[src/rtl/hrle_pkg.sv]
// Types, constants and the helper function of the hex record line encoder.
package hrle_pkg;

	localparam int LEN_W     = 6;
	localparam int LINE_BASE = 12;

	localparam logic [7:0] CHAR_COLON   = 8'h3A;
	localparam logic [7:0] CHAR_NEWLINE = 8'h0A;
	localparam logic [7:0] CHAR_ZERO    = 8'h30;
	localparam logic [7:0] CHAR_ALPHA   = 8'h41;
	localparam logic [7:0] RECORD_TYPE  = 8'h00;

	typedef enum logic [3:0] {
		ST_IDLE,
		ST_COLON,
		ST_COUNT,
		ST_ADDR_HI,
		ST_ADDR_LO,
		ST_TYPE,
		ST_DATA,
		ST_CSUM,
		ST_NEWLINE
	} hrle_state_t;

	typedef enum logic [2:0] {
		SRC_COLON,
		SRC_COUNT,
		SRC_ADDR_HI,
		SRC_ADDR_LO,
		SRC_TYPE,
		SRC_DATA,
		SRC_CSUM,
		SRC_NEWLINE
	} hrle_src_t;

	typedef struct packed {
		logic      load;
		logic      emit;
		hrle_src_t src;
		logic      low_nib;
	} hrle_cmd_t;

	typedef struct packed {
		logic out_free;
		logic data_done;
		logic data_last;
	} hrle_sts_t;

	// Upper-case ASCII hex digit for one nibble.
	function automatic logic [7:0] hex_char(input logic [3:0] nib);
		logic [7:0] res;
		if (nib < 4'd10) begin
			res = CHAR_ZERO + {4'd0, nib};
		end else begin
			res = CHAR_ALPHA + {4'd0, nib} - 8'd10;
		end
		return res;
	endfunction

endpackage

[src/rtl/hex_record_line_encoder.sv]
// Top level of the Intel HEX data record line encoder.
//
//   Channel  Direction  Payload
//   s_axis   in         tdata: start_address, byte_count, data_bytes_low, data_bytes_high
//   m_axis   out        tdata: line_char, line_length; tlast: last_char
//
// A record request of N data bytes (N saturated to MAX_DATA_BYTES) produces a line of
// 12 + 2 * N characters, one character per cycle while the sink keeps up.
// The request is taken in an idle cycle; the sequencer then writes the characters of the
// line one by one into the single output register and takes no new request until it
// has handed the final newline to that register.
// The next request is accepted while the final newline still waits in the output register.
// When the sink stalls, the sequencer halts and the waiting character holds unchanged.
// Reset clears the sequencer and the output valid flag; no request is in flight afterwards.
module hex_record_line_encoder
	import hrle_pkg::*;
#(
	parameter int MAX_DATA_BYTES = 16
) (
	input  logic         clk,
	input  logic         arst_n,
	input  logic         s_axis_tvalid,
	output logic         s_axis_tready,
	// From bit 0: start_address[15:0], byte_count[4:0], data_bytes_low[63:0],
	// data_bytes_high[63:0], then three zero bits of padding.
	input  logic [151:0] s_axis_tdata,
	output logic         m_axis_tvalid,
	input  logic         m_axis_tready,
	// From bit 0: line_char[7:0], line_length[5:0], then two zero bits of padding.
	output logic [15:0]  m_axis_tdata,
	output logic         m_axis_tlast
);

	hrle_cmd_t        cmd;
	hrle_sts_t        sts;
	logic [7:0]       line_char;
	logic [LEN_W-1:0] line_length;

	// The controller only steps through the fields of the line; all values live in
	// the datapath, which also owns the output register.
	hrle_ctrl u_ctrl (
		.clk      (clk),
		.arst_n   (arst_n),
		.in_valid (s_axis_tvalid),
		.in_ready (s_axis_tready),
		.sts      (sts),
		.cmd      (cmd)
	);

	hrle_dp #(
		.MAX_DATA_BYTES (MAX_DATA_BYTES)
	) u_dp (
		.clk             (clk),
		.arst_n          (arst_n),
		.start_address   (s_axis_tdata[15:0]),
		.byte_count      (s_axis_tdata[20:16]),
		.data_bytes_low  (s_axis_tdata[84:21]),
		.data_bytes_high (s_axis_tdata[148:85]),
		.cmd             (cmd),
		.sts             (sts),
		.out_ready       (m_axis_tready),
		.out_valid       (m_axis_tvalid),
		.line_char       (line_char),
		.last_char       (m_axis_tlast),
		.line_length     (line_length)
	);

	// The padding bits of the output are tied to zero.
	assign m_axis_tdata = {2'b00, line_length, line_char};

endmodule

[src/rtl/hrle_ctrl.sv]
// Sequencing state machine of the hex record line encoder.
module hrle_ctrl
	import hrle_pkg::*;
(
	input  logic      clk,
	input  logic      arst_n,
	input  logic      in_valid,
	output logic      in_ready,
	input  hrle_sts_t sts,
	output hrle_cmd_t cmd
);

	hrle_state_t state_q, state_d;
	logic        nib_q, nib_d;

	always_ff @(posedge clk or negedge arst_n) begin
		if (!arst_n) begin
			state_q <= ST_IDLE;
			nib_q   <= 1'b0;
		end else begin
			state_q <= state_d;
			nib_q   <= nib_d;
		end
	end

	// Next state: each byte field takes two characters, high nibble first.
	always_comb begin
		hrle_state_t follow;
		state_d = state_q;
		nib_d   = nib_q;
		case (state_q)
			ST_COUNT:   follow = ST_ADDR_HI;
			ST_ADDR_HI: follow = ST_ADDR_LO;
			ST_ADDR_LO: follow = ST_TYPE;
			ST_TYPE:    follow = sts.data_done ? ST_CSUM : ST_DATA;
			ST_DATA:    follow = sts.data_last ? ST_CSUM : ST_DATA;
			ST_CSUM:    follow = ST_NEWLINE;
			default:    follow = ST_IDLE;
		endcase
		case (state_q)
			ST_IDLE: begin
				if (in_valid) begin
					state_d = ST_COLON;
					nib_d   = 1'b0;
				end
			end
			ST_COLON: begin
				if (sts.out_free) begin
					state_d = ST_COUNT;
				end
			end
			ST_NEWLINE: begin
				if (sts.out_free) begin
					state_d = ST_IDLE;
				end
			end
			ST_COUNT, ST_ADDR_HI, ST_ADDR_LO, ST_TYPE, ST_DATA, ST_CSUM: begin
				if (sts.out_free) begin
					nib_d = !nib_q;
					if (nib_q) begin
						state_d = follow;
					end
				end
			end
			default: begin
				state_d = ST_IDLE;
			end
		endcase
	end

	// Commands to the datapath.
	always_comb begin
		in_ready    = (state_q == ST_IDLE);
		cmd.load    = in_valid && (state_q == ST_IDLE);
		cmd.emit    = (state_q != ST_IDLE) && sts.out_free;
		cmd.low_nib = nib_q;
		case (state_q)
			ST_COUNT:   cmd.src = SRC_COUNT;
			ST_ADDR_HI: cmd.src = SRC_ADDR_HI;
			ST_ADDR_LO: cmd.src = SRC_ADDR_LO;
			ST_TYPE:    cmd.src = SRC_TYPE;
			ST_DATA:    cmd.src = SRC_DATA;
			ST_CSUM:    cmd.src = SRC_CSUM;
			ST_NEWLINE: cmd.src = SRC_NEWLINE;
			default:    cmd.src = SRC_COLON;
		endcase
	end

endmodule

[src/rtl/hrle_dp.sv]
// Datapath of the hex record line encoder: record fields, checksum and output register.
module hrle_dp
	import hrle_pkg::*;
#(
	parameter int MAX_DATA_BYTES = 16
) (
	input  logic             clk,
	input  logic             arst_n,
	input  logic [15:0]      start_address,
	input  logic [4:0]       byte_count,
	input  logic [63:0]      data_bytes_low,
	input  logic [63:0]      data_bytes_high,
	input  hrle_cmd_t        cmd,
	output hrle_sts_t        sts,
	input  logic             out_ready,
	output logic             out_valid,
	output logic [7:0]       line_char,
	output logic             last_char,
	output logic [LEN_W-1:0] line_length
);

	localparam int DATA_W = 8 * MAX_DATA_BYTES;
	localparam int CNT_W  = $clog2(MAX_DATA_BYTES + 1);

	logic [15:0]       addr_q;
	logic [CNT_W-1:0]  cnt_q;
	logic [CNT_W-1:0]  left_q;
	logic [DATA_W-1:0] data_q;
	logic [7:0]        sum_q;
	logic [LEN_W-1:0]  len_q;

	logic              out_valid_q;
	logic [7:0]        out_char_q;
	logic              out_last_q;
	logic [LEN_W-1:0]  out_len_q;

	logic [CNT_W-1:0]  cnt_sat;
	logic [127:0]      data_in;
	logic [7:0]        cur_byte;
	logic [3:0]        cur_nib;
	logic [7:0]        cur_char;
	logic              out_free;

	assign cnt_sat = (byte_count > 5'(MAX_DATA_BYTES)) ? CNT_W'(MAX_DATA_BYTES)
	                                                   : CNT_W'(byte_count);
	assign data_in = {data_bytes_high, data_bytes_low};
	assign out_free = !out_valid_q || out_ready;

	always_comb begin
		case (cmd.src)
			SRC_COUNT:   cur_byte = 8'(cnt_q);
			SRC_ADDR_HI: cur_byte = addr_q[15:8];
			SRC_ADDR_LO: cur_byte = addr_q[7:0];
			SRC_DATA:    cur_byte = data_q[7:0];
			SRC_CSUM:    cur_byte = ~sum_q + 8'd1;
			default:     cur_byte = RECORD_TYPE;
		endcase
		cur_nib = cmd.low_nib ? cur_byte[3:0] : cur_byte[7:4];
		case (cmd.src)
			SRC_COLON:   cur_char = CHAR_COLON;
			SRC_NEWLINE: cur_char = CHAR_NEWLINE;
			default:     cur_char = hex_char(cur_nib);
		endcase
	end

	// Record fields and running checksum.
	always_ff @(posedge clk) begin
		if (cmd.load) begin
			addr_q <= start_address;
			cnt_q  <= cnt_sat;
			left_q <= cnt_sat;
			data_q <= data_in[DATA_W-1:0];
			sum_q  <= 8'(cnt_sat) + start_address[15:8] + start_address[7:0];
			len_q  <= LEN_W'(LINE_BASE) + (LEN_W'(cnt_sat) << 1);
		end else if (cmd.emit && (cmd.src == SRC_DATA)) begin
			if (cmd.low_nib) begin
				data_q <= data_q >> 8;
				left_q <= left_q - CNT_W'(1);
			end else begin
				sum_q <= sum_q + data_q[7:0];
			end
		end
	end

	always_ff @(posedge clk or negedge arst_n) begin
		if (!arst_n) begin
			out_valid_q <= 1'b0;
		end else if (cmd.emit) begin
			out_valid_q <= 1'b1;
		end else if (out_ready) begin
			out_valid_q <= 1'b0;
		end
	end

	always_ff @(posedge clk) begin
		if (cmd.emit) begin
			out_char_q <= cur_char;
			out_last_q <= (cmd.src == SRC_NEWLINE);
			out_len_q  <= len_q;
		end
	end

	assign sts.out_free  = out_free;
	assign sts.data_done = (left_q == '0);
	assign sts.data_last = (left_q == CNT_W'(1));

	assign out_valid   = out_valid_q;
	assign line_char   = out_char_q;
	assign last_char   = out_last_q;
	assign line_length = out_len_q;

endmodule

[config.mk]
export PLATFORM = sky130hd
export DESIGN_NAME = hex_record_line_encoder
export DESIGN_NICKNAME = d
export VERILOG_FILES = /design/src/rtl/hrle_pkg.sv /design/src/rtl/hex_record_line_encoder.sv /design/src/rtl/hrle_ctrl.sv /design/src/rtl/hrle_dp.sv
export SDC_FILE = /design/constraint.sdc
export NUM_CORES = 1
export LEC_CHECK = 0
export BUFFER_PORTS_ARGS = -buffer_cell sky130_fd_sc_hd__buf_2
export CORE_MARGIN = 5
export CORE_UTILIZATION = 45
export DETAILED_ROUTE_END_ITERATION = 8
export PLACE_DENSITY = 0.67
export SKIP_LAST_GASP = 1
export SYNTH_ARGS = -nofsm -noshare
export SYNTH_HDL_FRONTEND = slang
export SYNTH_SLANG_ARGS = --single-unit
[constraint.sdc]
create_clock -name clk -period 19.4 [get_ports clk]
set_input_delay 2.91 -clock clk [delete_from_list [all_inputs] [get_ports clk]]
set_output_delay 2.91 -clock clk [all_outputs]
set_load 0.02 [all_outputs]
==> results.toml <==
[grt]
largest_net_degree_at_the_start_of_global_routing = 110
via_count_of_the_first_global_routing_pass = 6254
grt_usage_pct = 17.5
grt_overflow_total = 0
grt_first_pass_wirelength_mm = 30.9
antenna_found_initial = 5

[sta]
fin_crit_sh_pct = 27.8
setup_failing_eps_final = 0
finalWorstPathRequiredPeriod_ns = 5.40
worst_clock_skew_ns = 0.0130
fmax_ghz = 0.185
hold_slack_ns = 0.426
finalHoldViolCount = 0
final_critical_path_setup_slack_ns = 14.00
setup_tns_ns = 0
rsz0062_at_grt = "no"
worstMarginPinSlew_ns = 1.19
drv_slew = 0
max_slew_margin_pct = 20.6

[placed_design]
placement.setup.worst_slack_ns = 13.51
hpwlAfterDp_mm = 13.6
place.gp.congestion = 0.858
dpl.cell_count = 1254
portBuffers = 167

[power_and_ir_drop]
share_clk_of_total_power_pct = 25.0
p_comb_share_pct = 30.4
pwr-share-seq_pct = 44.6
power.leakage_nw = 4.61
switching_power_w = 0.000498
total_power_w = 0.00147
power_per_unit_of_standard_cell_area_nw_per_um2 = 139
power.ir.vdd_worst_mv = 0.0623
power_report.internal_total_w = 0.000976
netSwitchingFraction_pct = 33.8

[worst_setup_path]
required_ns = 19.45
timing.critical_path.cells = "buf_2 -> nor2b_1 -> nor2_1 -> nand2_1 -> o21ai_4 -> buf_4"
crit_cells = 6
worstRegToRegCells = 6
critPathBufInv = 2
cp_max_fo = 87
critical-path-top-delay-family = "simple AND/OR/NAND/NOR gates"
worstSetupPathType = "primary input to flip-flop"
setup.worst_path.start_class = "primary input"
slowest_delay_ns = 0.89
critPathCaptureType = "flip-flop"
critical_path_arrival_ns = 5.45
cpMaxStageDelayCell = "sky130_fd_sc_hd__nor2_1"

[routing]
iteration_0_drc_count_of_the_detailed_router = 473
total_iterations_of_the_first_detailed_routing_run = 5
vias = 6363
final_antenna_net_count = 0
postRouteWirelength_mm = 19.5
mean_routed_wirelength_per_cell_um = 15.2
detail_route.drc_violations = 0
vias_per_cell = 4.94

[yosys]
post_synth.cell_area_avg_sq_um = 10.5
cell_count_after_synthesis = 857
ys_seq_area_share_pct = 61.6
synth_top_cells_by_count = "sky130_fd_sc_hd__nand2_1, sky130_fd_sc_hd__edfxtp_1, sky130_fd_sc_hd__inv_1, sky130_fd_sc_hd__clkbuf_1, sky130_fd_sc_hd__ha_1"
ff_latch_count_synth = 185
synth_cell_type_count = 63
netlist_area_sq_um = 8970
asyncSetResetFlopFracSynth_pct = 3.24
synth_ff_type = "sky130_fd_sc_hd__edfxtp_1"
synth_most_common_cell = "sky130_fd_sc_hd__nand2_1"
number_of_synthesized_flops_with_an_enable_pin = 179
synthTopCellsByArea = "sky130_fd_sc_hd__edfxtp_1, sky130_fd_sc_hd__nand2_1, sky130_fd_sc_hd__ha_1"
share_of_the_synthesized_area_in_the_top_cell_type_pct = 59.9
cell_type_contributing_the_most_total_cell_area_after_synthesis = "sky130_fd_sc_hd__edfxtp_1"
synth.yosys.warnings = 0

[clock_tree]
clk-insertion-delay-late_ns = 0.43
root_buffer = "sky130_fd_sc_hd__clkbuf_16"
post_cts_hold_buffer_count = 0
cts_post_setup_buffers_inserted = 0
cts_max_path_buffers = 2
tritoncts_num_sinks = 185
numCtsBuffers = 17
clock_tree.htree_level_count = 4
tritoncts_clock_tree = "done"
cts.reportedPaths.clkPinSlew_ns = 0.07
post_cts_resized = 0

[die]
row_count = 51
starting_density_of_the_core_pct = 45.9
pin_count = 175
die-area_sq_um = 22900
die_height_um = 151
die_width_um = 151
floorplan.core_area_sq_um = 19500

[cells_and_area]
nNetsFinal = 1192
layout.filler_cells = 1771
synthToLayoutAreaGrowth_pct = 18.5
post_route_cells_drive_above_1_share_pct = 21.7
layoutNonFillerInstCount = 1287

[min_path]
min_path_cells = 0
min_path_type = "flip-flop to flip-flop"

[outcome]
status = "completed"

[flow_run]
max_cap_viol_count = 0
## worst paths after layout
check / slack [ns] / endpoint / start
worst max-delay path: 14.00 / u_dp.data_q[50]$_DFFE_PP_ / m_axis_tready
worst min-delay path: 0.43 / u_dp.line_length[4]$_DFFE_PP_ / u_dp.len_q[4]$_DFFE_PP_
worst max register to register: 15.38 / u_dp.data_q[50]$_DFFE_PP_ / u_ctrl.state_q[1]$_DFFE_PN0P_
worst min register to register: 0.43 / u_dp.line_length[4]$_DFFE_PP_ / u_dp.len_q[4]$_DFFE_PP_
max in group asynchronous: 16.95 / u_ctrl.state_q[0]$_DFFE_PN0P_ / arst_n
min in group asynchronous: 2.29 / u_dp.out_valid$_DFFE_PN0P_ / arst_n
## state kept, by name, summed over array words and instances, names as in the netlist
| register | cells |
|---|---|
| u_dp.data_q | 128 |
| u_dp.addr_q | 16 |
| u_dp.sum_q | 8 |
| u_dp.line_char | 7 |
| u_dp.cnt_q | 5 |
| u_dp.left_q | 5 |
| u_dp.line_length | 5 |
| u_ctrl.state_q | 4 |
| u_dp.len_q | 4 |
| u_ctrl.nib_q | 1 |
| u_dp.last_char | 1 |
| u_dp.out_valid | 1 |
## final cells by class
cell class | count | area (sq um) | share of cell area [%]
Antenna cell | 1 | 2.50 | 0.0236
Multi-Input combinational cell | 602 | 3140 | 29.6
Clock buffer | 17 | 425 | 4.00
Tap cell | 265 | 332 | 3.12
Inverter | 29 | 111 | 1.05
Timing Repair Buffer | 173 | 881 | 8.29
Clock inverter | 15 | 204 | 1.92
Sequential cell | 185 | 5530 | 52.0
## worst reg2reg max path: cells and delay by family (launching register included)
kind / cells / cell delay (ns)
buffers and inverters: 2 / 1.09
AO/OA/AOI/OAI: 1 / 0.32
flip-flops: 1 / 0.87
AND/OR/NAND/NOR: 3 / 1.28
## cells in the final DEF, fill, tap and decap left out, types with 7 or more instances in the layout
| cell | synthesis | final |
|---|---|---|
| sky130_fd_sc_hd__inv_1 | 28 | 28 |
| sky130_fd_sc_hd__edfxtp_1 | 179 | 179 |
| sky130_fd_sc_hd__clkbuf_16 | 0 | 17 |
| sky130_fd_sc_hd__nor2_1 | 20 | 20 |
| sky130_fd_sc_hd__buf_2 | 14 | 167 |
| sky130_fd_sc_hd__xnor2_1 | 10 | 10 |
| sky130_fd_sc_hd__nor2b_1 | 8 | 8 |
| sky130_fd_sc_hd__and3_1 | 10 | 10 |
| sky130_fd_sc_hd__fa_1 | 7 | 7 |
| sky130_fd_sc_hd__a21oi_1 | 20 | 20 |
| sky130_fd_sc_hd__ha_1 | 21 | 21 |
| sky130_fd_sc_hd__nand2_1 | 390 | 389 |
| sky130_fd_sc_hd__o21ai_0 | 18 | 17 |
| sky130_fd_sc_hd__nor3_1 | 8 | 8 |
## metrics by stage
step,util (%),cell area [sq um]
finish,54.4,10600
CTS,54.4,10600
detailed placement,51.2,9990
global route,54.4,10600
floorplan,-,8980
global placement,51.2,9990
## kinds of logic after synthesis
kind of cell             count (synthesis)  share of synthesized area, %
AO/OA/AOI/OAI                           73                          5.55
XOR/XNOR                                16                          1.56
adder cells (fa/ha/maj)                 28                          4.49
buffers and inverters                   73                          3.67
flip-flops                             185                          61.6
multiplexers                             7                         0.823
other                                    1                        0.0418
AND/OR/NAND/NOR                        474                          22.2
## power by group through the flow
stage | combinational [W] | sequential, W | clock [W]
after floorplan | 0.000346 | 0.000684 | 0
after detailed placement | 0.000452 | 0.000666 | 0
after global placement | 0.000445 | 0.000663 | 0
after global routing | 0.000512 | 0.000670 | 0.000393
final | 0.000448 | 0.000658 | 0.000368
after CTS | 0.000456 | 0.000658 | 0.000376
## per-layer routing
metal / routed length (um) / vias up / global-route usage, %
li1: - / 3200 / -
met1: 8130 / 2943 / 22.3
met2: 9700 / 180 / 29.2
met3: 1330 / 30 / 4.73
met4: 275 / 10 / 5.58
met5: 64 / - / 0
Note: power is estimated with default switching activity, not from simulation.
